**src/design/reos_pkg.sv**
```systemverilog
package reos_pkg;

  localparam int CODE_W    = 3;
  localparam int PAT_W     = 48;
  localparam int PLEN_W    = 5;
  localparam int OVL_W     = 5;
  localparam int RLEN_W    = 16;
  localparam int CNT_W     = 32;
  localparam int SQ_W      = 40;
  localparam int TOT_W     = 48;
  localparam int CFG_IDX_W = 2;
  localparam int CFG_W     = 48;
  localparam int OVSQ_W    = 2 * OVL_W;

  // configuration register indexes
  localparam logic [CFG_IDX_W-1:0] REG_FIVE_PATTERN  = 2'd0;
  localparam logic [CFG_IDX_W-1:0] REG_FIVE_LENGTH   = 2'd1;
  localparam logic [CFG_IDX_W-1:0] REG_THREE_PATTERN = 2'd2;
  localparam logic [CFG_IDX_W-1:0] REG_THREE_LENGTH  = 2'd3;

  typedef struct packed {
    logic [CODE_W-1:0] base;
    logic              last_base;
    logic              clear_totals;
  } item_t;

  typedef struct packed {
    logic [RLEN_W-1:0] read_length;
    logic [OVL_W-1:0]  five_overlap;
    logic [OVL_W-1:0]  three_overlap;
    logic [CNT_W-1:0]  reads_seen;
    logic [RLEN_W-1:0] longest_read;
    logic [TOT_W-1:0]  total_bases;
    logic [CNT_W-1:0]  five_hits;
    logic [CNT_W-1:0]  five_sum;
    logic [SQ_W-1:0]   five_sum_sq;
    logic [CNT_W-1:0]  three_hits;
    logic [CNT_W-1:0]  three_sum;
    logic [SQ_W-1:0]   three_sum_sq;
  } result_t;

endpackage

```
**src/design/reos_stream_if.sv**
```systemverilog
interface reos_stream_if #(
  parameter type T = logic
);
  logic valid;
  logic ready;
  T     payload;

  modport source (output valid, output payload, input ready);
  modport sink   (input valid, input payload, output ready);
endinterface

```
**src/design/read_end_overlap_stats_top.sv**
```systemverilog
// Read end overlap statistics.
// item_i takes one base code per beat; last_base closes the read and
// clear_totals zeroes the per-file totals before that beat is counted.
// result_o gives one beat per finished read: read length, the 5' overlap
// (longest suffix of the 5' pattern equal to the read start), the 3'
// overlap (longest prefix of the 3' pattern equal to the read end), each
// counted only above 3 bases, plus the saturating totals after that read.
// The cfg_* port writes the pattern registers; write only while idle.
// Throughput: one base per cycle, also across read boundaries, bar stalls.
// The overlaps of a read's last beat are registered on the accepting edge;
// totals and the result register follow when stage 1 passes it on, which
// waits only while an earlier result is still held.
// The compare is a fixed parallel array over MAX_PATTERN positions.
// Stall: a held result blocks only a read end behind it; plain bases keep
// flowing; item_i.ready drops while stage 1 holds such a blocked read end.
// Reset clears lengths, totals, patterns and valid flags; the stored read
// start and end windows are not cleared and are only read once written.
module read_end_overlap_stats_top #(
  parameter int MAX_PATTERN = 16,
  parameter int LENGTH_BITS = 16
) (
  input  logic                          clk_i,
  input  logic                          rst_ni,
  input  logic                          cfg_we_i,
  input  logic [reos_pkg::CFG_IDX_W-1:0] cfg_idx_i,
  input  logic [reos_pkg::CFG_W-1:0]     cfg_data_i,
  reos_stream_if.sink                   item_i,
  reos_stream_if.source                 result_o
);
  import reos_pkg::*;

  localparam int PW   = MAX_PATTERN * CODE_W;
  localparam int PX_W = (PW > PAT_W) ? PW : PAT_W;

  // ---------------------------------------------------------------------
  // Configuration
  // ---------------------------------------------------------------------
  logic [PAT_W-1:0]  five_pat_q, three_pat_q;
  logic [PLEN_W-1:0] five_len_q, three_len_q;

  always_ff @(posedge clk_i or negedge rst_ni) begin
    if (!rst_ni) begin
      five_pat_q  <= '0;
      five_len_q  <= '0;
      three_pat_q <= '0;
      three_len_q <= '0;
    end else if (cfg_we_i) begin
      case (cfg_idx_i)
        REG_FIVE_PATTERN:  five_pat_q  <= cfg_data_i[PAT_W-1:0];
        REG_FIVE_LENGTH:   five_len_q  <= cfg_data_i[PLEN_W-1:0];
        REG_THREE_PATTERN: three_pat_q <= cfg_data_i[PAT_W-1:0];
        REG_THREE_LENGTH:  three_len_q <= cfg_data_i[PLEN_W-1:0];
        default: ;
      endcase
    end
  end

  // codes past the 48-bit register read as zero
  logic [PX_W-1:0]   five_px, three_px;
  logic [PLEN_W-1:0] five_l, three_l;

  assign five_px  = PX_W'(five_pat_q);
  assign three_px = PX_W'(three_pat_q);
  assign five_l   = (five_len_q > PLEN_W'(MAX_PATTERN)) ? PLEN_W'(MAX_PATTERN) : five_len_q;
  assign three_l  = (three_len_q > PLEN_W'(MAX_PATTERN)) ? PLEN_W'(MAX_PATTERN) : three_len_q;

  // ---------------------------------------------------------------------
  // Handshake and stage control
  // ---------------------------------------------------------------------
  logic s1_valid_q, s1_go, out_free, in_acc, out_valid_q;
  logic s1_last_q, s1_clr_q;

  assign out_free     = !out_valid_q || result_o.ready;
  assign s1_go        = s1_valid_q && (!s1_last_q || out_free);
  assign item_i.ready = !s1_valid_q || s1_go;
  assign in_acc       = item_i.valid && item_i.ready;

  // ---------------------------------------------------------------------
  // Read tracking: length, start of read, window over the end
  // ---------------------------------------------------------------------
  logic [LENGTH_BITS-1:0] len_q, len_inc;
  logic [CODE_W-1:0]      prefix_q [MAX_PATTERN];
  logic [CODE_W-1:0]      win_q    [MAX_PATTERN];
  logic [CODE_W-1:0]      win_d    [MAX_PATTERN];

  assign len_inc = (&len_q) ? len_q : len_q + LENGTH_BITS'(1);

  always_comb begin
    win_d[0] = item_i.payload.base;
    for (int k = 1; k < MAX_PATTERN; k++) begin
      win_d[k] = win_q[k-1];
    end
  end

  always_ff @(posedge clk_i or negedge rst_ni) begin
    if (!rst_ni) begin
      len_q <= '0;
    end else if (in_acc) begin
      len_q <= item_i.payload.last_base ? '0 : len_inc;
    end
  end

  always_ff @(posedge clk_i) begin
    if (in_acc) begin
      for (int k = 0; k < MAX_PATTERN; k++) begin
        win_q[k] <= win_d[k];
        if (len_q == LENGTH_BITS'(k)) begin
          prefix_q[k] <= item_i.payload.base;
        end
      end
    end
  end

  // ---------------------------------------------------------------------
  // Overlap compare. 5': try each start s in the pattern, the suffix from s
  // must equal the read start; smallest s wins. 3': try each length m, the
  // last m bases must equal the pattern head; largest m wins. The current
  // base never takes part in the 5' test (pattern shorter than read).
  // ---------------------------------------------------------------------
  logic [OVL_W-1:0] five_ov, three_ov;
  logic             five_ok, three_ok;

  assign five_ok  = (LENGTH_BITS'(five_l) < len_inc) && (five_l > PLEN_W'(3));
  assign three_ok = (LENGTH_BITS'(three_l) < len_inc) && (three_l > PLEN_W'(3));

  always_comb begin
    logic diag;
    five_ov = '0;
    for (int s = MAX_PATTERN - 4; s >= 0; s--) begin
      diag = 1'b1;
      for (int j = 0; j < MAX_PATTERN - s; j++) begin
        if ((6'(s + j) < {1'b0, five_l}) &&
            (prefix_q[j] != five_px[(s+j)*CODE_W +: CODE_W])) begin
          diag = 1'b0;
        end
      end
      if (diag && ({1'b0, five_l} >= 6'(s + 4))) begin
        five_ov = five_l - OVL_W'(s);
      end
    end
    if (!five_ok) begin
      five_ov = '0;
    end
  end

  always_comb begin
    logic hit;
    three_ov = '0;
    for (int m = 4; m <= MAX_PATTERN; m++) begin
      hit = 1'b1;
      for (int j = 0; j < m; j++) begin
        if (win_d[m-1-j] != three_px[j*CODE_W +: CODE_W]) begin
          hit = 1'b0;
        end
      end
      if (hit && (PLEN_W'(m) <= three_l)) begin
        three_ov = OVL_W'(m);
      end
    end
    if (!three_ok) begin
      three_ov = '0;
    end
  end

  // ---------------------------------------------------------------------
  // Stage 1 register: every accepted beat passes, so clears stay in order
  // ---------------------------------------------------------------------
  logic [LENGTH_BITS-1:0] s1_rlen_q;
  logic [OVL_W-1:0]       s1_five_q, s1_three_q;

  always_ff @(posedge clk_i or negedge rst_ni) begin
    if (!rst_ni) begin
      s1_valid_q <= 1'b0;
    end else if (item_i.ready) begin
      s1_valid_q <= item_i.valid;
    end
  end

  always_ff @(posedge clk_i) begin
    if (in_acc) begin
      s1_last_q  <= item_i.payload.last_base;
      s1_clr_q   <= item_i.payload.clear_totals;
      s1_rlen_q  <= len_inc;
      s1_five_q  <= five_ov;
      s1_three_q <= three_ov;
    end
  end

  // ---------------------------------------------------------------------
  // Totals update
  // ---------------------------------------------------------------------
  function automatic logic [CNT_W-1:0] sat_cnt(input logic [CNT_W-1:0] a,
                                               input logic [CNT_W-1:0] b);
    logic [CNT_W:0] s;
    s = {1'b0, a} + {1'b0, b};
    return s[CNT_W] ? '1 : s[CNT_W-1:0];
  endfunction

  function automatic logic [SQ_W-1:0] sat_sq(input logic [SQ_W-1:0] a,
                                             input logic [SQ_W-1:0] b);
    logic [SQ_W:0] s;
    s = {1'b0, a} + {1'b0, b};
    return s[SQ_W] ? '1 : s[SQ_W-1:0];
  endfunction

  function automatic logic [TOT_W-1:0] sat_tot(input logic [TOT_W-1:0] a,
                                               input logic [TOT_W-1:0] b);
    logic [TOT_W:0] s;
    s = {1'b0, a} + {1'b0, b};
    return s[TOT_W] ? '1 : s[TOT_W-1:0];
  endfunction

  logic [CNT_W-1:0]       reads_q, reads_b, reads_n;
  logic [LENGTH_BITS-1:0] max_q, max_b, max_n;
  logic [TOT_W-1:0]       tot_q, tot_b, tot_n;
  logic [CNT_W-1:0]       fh_q, fh_b, fh_n, fs_q, fs_b, fs_n;
  logic [SQ_W-1:0]        fq_q, fq_b, fq_n;
  logic [CNT_W-1:0]       th_q, th_b, th_n, ts_q, ts_b, ts_n;
  logic [SQ_W-1:0]        tq_q, tq_b, tq_n;
  logic [OVSQ_W-1:0]      five_sq, three_sq;

  assign five_sq  = OVSQ_W'(s1_five_q) * OVSQ_W'(s1_five_q);
  assign three_sq = OVSQ_W'(s1_three_q) * OVSQ_W'(s1_three_q);

  always_comb begin
    reads_b = s1_clr_q ? '0 : reads_q;
    max_b   = s1_clr_q ? '0 : max_q;
    tot_b   = s1_clr_q ? '0 : tot_q;
    fh_b    = s1_clr_q ? '0 : fh_q;
    fs_b    = s1_clr_q ? '0 : fs_q;
    fq_b    = s1_clr_q ? '0 : fq_q;
    th_b    = s1_clr_q ? '0 : th_q;
    ts_b    = s1_clr_q ? '0 : ts_q;
    tq_b    = s1_clr_q ? '0 : tq_q;

    reads_n = sat_cnt(reads_b, CNT_W'(1));
    max_n   = (s1_rlen_q > max_b) ? s1_rlen_q : max_b;
    tot_n   = sat_tot(tot_b, TOT_W'(s1_rlen_q));

    fh_n = fh_b;
    fs_n = fs_b;
    fq_n = fq_b;
    if (s1_five_q != '0) begin
      fh_n = sat_cnt(fh_b, CNT_W'(1));
      fs_n = sat_cnt(fs_b, CNT_W'(s1_five_q));
      fq_n = sat_sq(fq_b, SQ_W'(five_sq));
    end

    th_n = th_b;
    ts_n = ts_b;
    tq_n = tq_b;
    if (s1_three_q != '0) begin
      th_n = sat_cnt(th_b, CNT_W'(1));
      ts_n = sat_cnt(ts_b, CNT_W'(s1_three_q));
      tq_n = sat_sq(tq_b, SQ_W'(three_sq));
    end
  end

  always_ff @(posedge clk_i or negedge rst_ni) begin
    if (!rst_ni) begin
      reads_q <= '0;
      max_q   <= '0;
      tot_q   <= '0;
      fh_q    <= '0;
      fs_q    <= '0;
      fq_q    <= '0;
      th_q    <= '0;
      ts_q    <= '0;
      tq_q    <= '0;
    end else if (s1_go) begin
      if (s1_last_q) begin
        reads_q <= reads_n;
        max_q   <= max_n;
        tot_q   <= tot_n;
        fh_q    <= fh_n;
        fs_q    <= fs_n;
        fq_q    <= fq_n;
        th_q    <= th_n;
        ts_q    <= ts_n;
        tq_q    <= tq_n;
      end else begin
        reads_q <= reads_b;
        max_q   <= max_b;
        tot_q   <= tot_b;
        fh_q    <= fh_b;
        fs_q    <= fs_b;
        fq_q    <= fq_b;
        th_q    <= th_b;
        ts_q    <= ts_b;
        tq_q    <= tq_b;
      end
    end
  end

  // ---------------------------------------------------------------------
  // Result register
  // ---------------------------------------------------------------------
  result_t out_q;

  always_ff @(posedge clk_i or negedge rst_ni) begin
    if (!rst_ni) begin
      out_valid_q <= 1'b0;
    end else if (out_free) begin
      out_valid_q <= s1_go && s1_last_q;
    end
  end

  always_ff @(posedge clk_i) begin
    if (s1_go && s1_last_q) begin
      out_q.read_length   <= RLEN_W'(s1_rlen_q);
      out_q.five_overlap  <= s1_five_q;
      out_q.three_overlap <= s1_three_q;
      out_q.reads_seen    <= reads_n;
      out_q.longest_read  <= RLEN_W'(max_n);
      out_q.total_bases   <= tot_n;
      out_q.five_hits     <= fh_n;
      out_q.five_sum      <= fs_n;
      out_q.five_sum_sq   <= fq_n;
      out_q.three_hits    <= th_n;
      out_q.three_sum     <= ts_n;
      out_q.three_sum_sq  <= tq_n;
    end
  end

  assign result_o.valid   = out_valid_q;
  assign result_o.payload = out_q;

endmodule

```
**src/flat_wrapper.sv**
```systemverilog
// flat-port wrapper written by rule: the top's interface ports become plain ports
module read_end_overlap_stats_top_flat import reos_pkg::*;
#(
  parameter int MAX_PATTERN = 16,
  parameter int LENGTH_BITS = 16
)
  (clk_i, rst_ni, cfg_we_i, cfg_idx_i, cfg_data_i, item_i_valid, item_i_payload, item_i_ready, result_o_valid, result_o_payload, result_o_ready);
  reos_stream_if #(.T(item_t)) item_i_i ();
  reos_stream_if #(.T(result_t)) result_o_i ();
  input  logic clk_i;
  input  logic rst_ni;
  input  logic cfg_we_i;
  input  logic [reos_pkg::CFG_IDX_W-1:0] cfg_idx_i;
  input  logic [reos_pkg::CFG_W-1:0] cfg_data_i;
  input wire logic [$bits(item_i_i.valid)-1:0] item_i_valid;
  input wire logic [$bits(item_i_i.payload)-1:0] item_i_payload;
  output wire logic [$bits(item_i_i.ready)-1:0] item_i_ready;
  output wire logic [$bits(result_o_i.valid)-1:0] result_o_valid;
  output wire logic [$bits(result_o_i.payload)-1:0] result_o_payload;
  input wire logic [$bits(result_o_i.ready)-1:0] result_o_ready;
  assign item_i_i.valid = item_i_valid;
  assign item_i_i.payload = item_i_payload;
  assign item_i_ready = item_i_i.ready;
  assign result_o_valid = result_o_i.valid;
  assign result_o_payload = result_o_i.payload;
  assign result_o_i.ready = result_o_ready;
  read_end_overlap_stats_top #(.MAX_PATTERN(MAX_PATTERN), .LENGTH_BITS(LENGTH_BITS)) u_core (.clk_i(clk_i), .rst_ni(rst_ni), .cfg_we_i(cfg_we_i), .cfg_idx_i(cfg_idx_i), .cfg_data_i(cfg_data_i), .item_i(item_i_i), .result_o(result_o_i));
endmodule
```
**config.mk**
```make
export PLATFORM = sky130hd
export DESIGN_NAME = read_end_overlap_stats_top_flat
export DESIGN_NICKNAME = d
export VERILOG_FILES = /design/src/design/reos_pkg.sv /design/src/design/reos_stream_if.sv /design/src/design/read_end_overlap_stats_top.sv /design/src/flat_wrapper.sv
export SDC_FILE = /design/constraint.sdc
export NUM_CORES = 2
export LEC_CHECK = 0
export ABC_AREA = 1
export BUFFER_PORTS_ARGS = -buffer_cell sky130_fd_sc_hd__buf_2
export CORE_AREA = 3 3 386 388
export CTS_CLUSTER_DIAMETER = 200
export DETAILED_ROUTE_END_ITERATION = 8
export DIE_AREA = 0 0 389 391
export GPL_TIMING_DRIVEN = 0
export HOLD_SLACK_MARGIN = 0.03
export MAX_ROUTING_LAYER = met4
export PLACE_DENSITY = 0.6
export SETUP_SLACK_MARGIN = 0.15
export SLEW_MARGIN = 5
export SYNTH_ARGS = -nofsm -noshare
export SYNTH_HDL_FRONTEND = slang
export SYNTH_SLANG_ARGS = --single-unit
export TNS_END_PERCENT = 50
```
**constraint.sdc**
```tcl
create_clock -name clk_i -period 9.22 [get_ports clk_i]
set_input_delay 1.844 -clock clk_i [delete_from_list [all_inputs] [get_ports clk_i]]
set_output_delay 1.844 -clock clk_i [all_outputs]
set_load 0.01 [all_outputs]
```
After elaboration in Yosys (flattened, before gate mapping)
Memory sizes are Yosys's and may differ from the RTL's.
Index checks and enable logic that the tools add are counted.
{ "totals": {"ramBits": 96, "output_inout_bits": 332, "memories": 2, "wordCells": 997, "regBits": 786} }
{ "classes": {"n_reduce_logical": 192, "muxes": 418, "mul": 2, "n_eq_ne": 278, "n_lt_le_gt_ge": 49, "add_sub_neg": 21, "bitwise_logic": 1} }
{ "memory_table": {"columns": ["name", "words", "width", "read_ports", "rd_clocked_by_memory_dff", "write_ports", "line_no", "source"], "rows": [
  ["u_core.prefix_q", 16, 3, 16, 0, 1, "read_end_overlap_stats_top.sv:82", "logic [CODE_W-1:0] prefix_q [MAX_PATTERN];"],
  ["u_core.win_q", 16, 3, 15, 0, 16, "read_end_overlap_stats_top.sv:83", "logic [CODE_W-1:0] win_q [MAX_PATTERN];"]
]} }
{ "ops": {"columns": ["op", "n"], "rows": [
  ["3-bit != test", 260],
  ["32-bit two-way mux", 19],
  ["1-bit two-way mux", 325],
  ["40-bit two-way mux", 8],
  ["1-bit logical AND", 161],
  ["48-bit two-way mux", 3],
  ["16-bit by 4-bit == test with 1-bit output, second input constant", 8],
  ["32-bit by 1-bit adder with 33-bit output, second input constant", 3],
  ["4-bit two-way mux", 23],
  ["40-bit by 10-bit adder with 41-bit output", 2],
  ["16-bit two-way mux", 5],
  ["5-bit two-way mux", 16],
  ["32-bit by 5-bit adder with 33-bit output", 2],
  ["16-bit by 3-bit == test with 1-bit output, second input constant", 4],
  ["3-bit two-way mux", 19],
  ["48-bit by 16-bit adder with 49-bit output", 1],
  ["3-bit OR reduction", 15],
  ["5-bit by 4-bit greater-or-equal comparator with 1-bit output, second input constant", 8],
  ["4-bit by 5-bit less-or-equal comparator with 1-bit output, first input constant", 8],
  ["4-bit by 5-bit < comparator with 1-bit output, first input constant", 8],
  ["16-bit by 2-bit == test with 1-bit output, second input constant", 2],
  ["5-bit by 16-bit < comparator with 1-bit output", 2],
  ["5-bit by 4-bit subtractor with 5-bit output, second input constant", 5],
  ["5-bit by 3-bit greater-or-equal comparator with 1-bit output, second input constant", 4],
  ["other kinds (26)", 50]
]} }

Depth between registers and ports, before layout
{ "depth": {"ltp_word": 24, "depth_mapped": 33} }

Worst setup path before layout
No wires, ideal clock.
{ "synth_path": {"path_kind": "input port to flip-flop", "startpoint": "input result_o_ready", "endpoint": "register u_core.out_q, in the netlist u_core.result_o.payload[0] (enable)", "setup_ns": 0.679, "n_path_buf": 2, "path_slack_ns": -0.669, "t_arrival_ns": 9.210, "stages": 8, "required_ns": 8.541, "path_cell_list": "inv_1 nand3_1 nand2_1 clkinv_1 clkbuf_1 clkbuf_1 nand2_1 inv_1"} }
{ "synth_between": {"elab_chain_len": 4} }
{ "synth_rtl": {"columns": ["item", "line_no", "source"], "rows": [
  ["start, declared", "flat_wrapper.sv:20", "input wire logic [$bits(result_o_i.ready)-1:0] result_o_ready;"],
  ["1-bit logical OR", "read_end_overlap_stats_top.sv:73", "assign out_free = !out_valid_q || result_o.ready;"],
  ["1-bit logical OR", "read_end_overlap_stats_top.sv:74", "assign s1_go = s1_valid_q && (!s1_last_q || out_free);"],
  ["1-bit logical AND", "read_end_overlap_stats_top.sv:74", null],
  ["1-bit logical AND", "read_end_overlap_stats_top.sv:309", "if (s1_go && s1_last_q) begin"],
  ["end, declared", "read_end_overlap_stats_top.sv:298", "result_t out_q;"]
]} }
No other way between the ends.
A chain may end at the register's enable or synchronous reset.

Final worst setup path
{ "layout_path": {"startpoint": "register u_core.s1_clr_q", "endpoint": "register u_core.fq_q[25]"} }
{ "layout_between": {"elab_chain_len": 5} }
{ "layout_rtl": {"columns": ["item", "line_no", "source"], "rows": [
  ["start, declared", "read_end_overlap_stats_top.sv:71", "logic s1_last_q, s1_clr_q;"],
  ["start signal, assigned", "read_end_overlap_stats_top.sv:182", "s1_clr_q <= item_i.payload.clear_totals;"],
  ["40-bit two-way mux (*)", "read_end_overlap_stats_top.sv:231", "fq_b = s1_clr_q ? '0 : fq_q;"],
  ["40-bit by 10-bit adder with 41-bit output", "read_end_overlap_stats_top.sv:202", "s = {1'b0, a} + {1'b0, b};"],
  ["40-bit two-way mux", "read_end_overlap_stats_top.sv:203", "return s[SQ_W] ? '1 : s[SQ_W-1:0];"],
  ["40-bit two-way mux", "read_end_overlap_stats_top.sv:243", "if (s1_five_q != '0) begin"],
  ["40-bit two-way mux (*)", "read_end_overlap_stats_top.sv:271", "if (s1_last_q) begin"],
  ["end signal, assigned", "read_end_overlap_stats_top.sv:277", "fq_q <= fq_n;"],
  ["end signal, assigned", "read_end_overlap_stats_top.sv:287", "fq_q <= fq_b;"],
  ["end, declared", "read_end_overlap_stats_top.sv:217", "logic [SQ_W-1:0] fq_q, fq_b, fq_n;"]
]} }
Every way passes the cells marked *; elsewhere a longest branch is shown, timed or not.

==> metrics.yaml <==
sta:
  setup_ws_ns: 0.8793
  period_share_pct: 90.46
  setup_tns_ns: 0
  finalClockSkew_ns: 0.07434
  tightest_slew_ns: 1.420
  period_needed_ns: 8.341
  final-hold-violation-count: 0
  report.final.slew_viol_count: 0
  finalSetupViolCount: 0
  fmax_mhz: 119.9
  max_slew_margin_pct: 5.311
  rsz0062_at_grt: "false"
worst_setup_path:
  crit_buf_inv: 11
  crit_arrival_ns: 8.98
  reg2reg_depth: 30
  crit_fanout: 10
  end_kind: "register"
  critPathLaunchType: "register"
  crit_required_ns: 9.86
  critPathKind: "reg2reg"
  path_delay_family: "buffers and inverters"
  max_stage_delay_ns: 0.62
  crit_top_cell: "nand2_1"
  endpoint: "u_core.fq_q[25]$_DFFE_PN0P_"
  r2r_slack_ns: 0.88
  r2r-start: "u_core.s1_clr_q$_DFFE_PP_"
  cp.depth: 30
  critPathLaunch: "u_core.s1_clr_q$_DFFE_PP_"
  reg2reg_to: "u_core.fq_q[25]$_DFFE_PN0P_"
  crit_slowest_cell: "clkbuf_1"
placed_design:
  dp_slack_ns: 0.8618
  hpwlAfterDp_um: 214600
  portBuffers: 391
  gp_congestion: 1.054
power_and_ir_drop:
  leakagePower_nw: 28.47
  powerDensity_mw_per_mm2: 202.4
  ir_drop_mv: 0.1687
clock_tree:
  htree_levels: 3
  post-cts-setup-buffer-count: 0
  clock_latency_ns: 0.76
  cts_buffer_depth: 3
  cts-root-buf: "clkbuf_16"
  cts_made_buffers: 100
  clk_pin_slew_worst_paths_ns: 0.06
  cts_resized: 0
  tritoncts: "done"
  ctsHoldBuffers: 0
  cts_sinks: 879
flow_run:
  cap_violations: 0
logic_synthesis:
  synth-main-ff-cell: "edfxtp_1"
  synth_edf_count: 451
  yosysSeqAreaShare_pct: 41.67
  synth.cell_area_mm2: 0.05821
  synth-seq-cells: 879
  synth_nets: 7768
  ys_async_sr_fraction_pct: 48.69
  synth.avg_cell_area_um2: 7.688
  synth_cell_types: 68
  synthCells: 7571
  ys_warn_count: 0
drt:
  wl_per_cell_um: 28.37
  detail-route-antenna-nets: 0
  wirelength_um: 286200
  drc: 0
  vias: 59140
  drt_iter0_drc: 7167
  via_per_inst: 5.864
  drt_pass1_iterations: 7
global_route:
  first_global_vias: 55890
  grt_max_degree: 114
  antenna_found_initial: 10
  grt-ovfl-total: 0
  track_usage_pct: 37.54
  grt_pass1_wl_um: 403700
finish:
  nFillCells: 14790
  area_growth_syn_to_layout_pct: 14.30
  seqCellArea_mm2: 0.02425
  multi_input_area_mm2: 0.02774
  final_core_util_pct: 45.65
  final_nets: 8275
  drive_above_1_share_pct: 10.45
hold_path:
  hold_path_class: "reg2reg"
  hold_depth: 0
floorplanning:
  start_util_pct: 39.94
  die_area_mm2: 0.1521
  io_pins: 392
  die_y_um: 391
  rows: 140
  die_w_um: 389
  core_mm2: 0.1457
status:
  status: "finished clean"
-- registers in the layout, indices dropped and copies added (netlist names), 16 cells and up --
name,cells
u_core.fh_q,32
u_core.five_pat_q,48
u_core.fq_q,40
u_core.fs_q,32
u_core.len_q,16
u_core.max_q,16
u_core.prefix_q,48
u_core.reads_q,32
u_core.result_o.payload,330
u_core.s1_rlen_q,16
u_core.th_q,32
u_core.three_pat_q,48
u_core.tot_q,48
u_core.tq_q,40
u_core.ts_q,32
u_core.win_q,45
-- per-stage QoR --
stage / cells / hold WS (ns) / power, mW / cell area [um^2]
finish: 10090 / 0.4449 / 13.46 / 66530
floorplan: 7571 / 0.4244 / 7.364 / 58210
CTS: 10080 / 0.4439 / 13.41 / 66520
global placement: 9879 / 0.4299 / 9.008 / 62570
global route: 10090 / 0.4486 / 14.01 / 66530
detailed placement: 9893 / 0.4317 / 9.001 / 62900
-- placed cells by master (no fill, tap or decap), types with 289 or more instances in the layout --
cell      instances
o21ai_0         788
buf_2           441
dfrtp_1         428
inv_1          1129
o22ai_1         360
a21oi_1         422
nand3_1         289
clkbuf_1        300
nor2_1          807
nand2_1        1102
edfxtp_1        451
-- cells by family after synthesis --
logic type               Yosys count  synth area share (%)
AND/OR/NAND/NOR                 2738                 21.22
AO/OA/AOI/OAI                   1828                 17.47
buffers and inverters           1610                 10.70
flip-flops                       879                 41.67
XOR/XNOR                         379                 5.703
adder cells (fa/ha/maj)          137                 3.241
-- cell type report --
cell class | instances | share of cell area, %
well taps | 1917 | 3.605
repair buffers | 405 | 3.415
plain buffers | 405 | 2.569
clock inverters | 64 | 1.345
diodes | 3 | 0.01128
inverters | 1205 | 6.804
multi-input cells | 5082 | 41.69
clock buffers | 126 | 4.109
flip-flops and latches | 879 | 36.45
-- synth_stat cells (7+ instances only) --
master / count / area [um^2]
nand2_1: 1102 / 4136
nor3_1: 131 / 655.6
a21oi_1: 422 / 2112
nor4_2: 9 / 112.6
nor2_1: 807 / 3029
or4_1: 7 / 52.55
ha_1: 114 / 1426
nand3b_1: 8 / 60.06
buf_6: 15 / 168.9
nand3_1: 289 / 1446
inv_2: 48 / 180.2
o221ai_1: 15 / 131.4
xor2_1: 216 / 1892
o41ai_1: 11 / 96.34
buf_2: 51 / 255.2
a31oi_1: 18 / 112.6
o21ai_1: 71 / 355.3
nor4_1: 84 / 525.5
nor3_2: 14 / 140.1
or2_2: 15 / 93.84
dfrtp_1: 428 / 10710
nor2_4: 24 / 270.3
xnor2_1: 163 / 1428
nand4_1: 134 / 838.3
o31ai_1: 34 / 255.2
o211ai_1: 13 / 97.59
a221oi_1: 31 / 271.5
o22ai_1: 360 / 2252
edfxtp_1: 451 / 13540
o21bai_1: 10 / 75.07
buf_1: 51 / 191.4
clkinv_1: 27 / 101.4
nor2_2: 55 / 344.1
o21ai_0: 788 / 3944
nand3_2: 15 / 150.1
o2111ai_1: 10 / 87.58
clkbuf_1: 286 / 1074
a21o_1: 9 / 67.56
inv_1: 1130 / 4242
fa_1: 23 / 460.4
-- power by group --
group | switching, mW | total [mW] | internal [mW]
Combinational | 2.95 | 4.08 | 1.12
Sequential | 0.314 | 4.99 | 4.68
Clock | 1.83 | 4.39 | 2.56
-- worst min path at each step --
stage | startpoint | end
floorplan | u_core.win_q[0][15]$_DFFE_PP_ | u_core.win_q[0][18]$_DFFE_PP_
global placement | u_core.win_q[0][6]$_DFFE_PP_ | u_core.win_q[0][9]$_DFFE_PP_
detailed placement | u_core.win_q[1][5]$_DFFE_PP_ | u_core.win_q[1][8]$_DFFE_PP_
CTS | u_core.win_q[1][5]$_DFFE_PP_ | u_core.win_q[1][8]$_DFFE_PP_
global route | u_core.win_q[1][3]$_DFFE_PP_ | u_core.win_q[1][6]$_DFFE_PP_
finish | u_core.win_q[1][3]$_DFFE_PP_ | u_core.win_q[1][6]$_DFFE_PP_
-- per-layer routing --
| layer | vias up | share of wire (%) | track usage, % |
|---|---|---|---|
| li1 | 26450 | - | - |
| met1 | 28660 | 40 | 46.68 |
| met2 | 3250 | 45 | 58.86 |
| met3 | 782 | 8.2 | 5.450 |
| met4 | 0 | 6.6 | 21.05 |
| met5 | - | 0 | - |
Power figures use the tool's default switching activity.
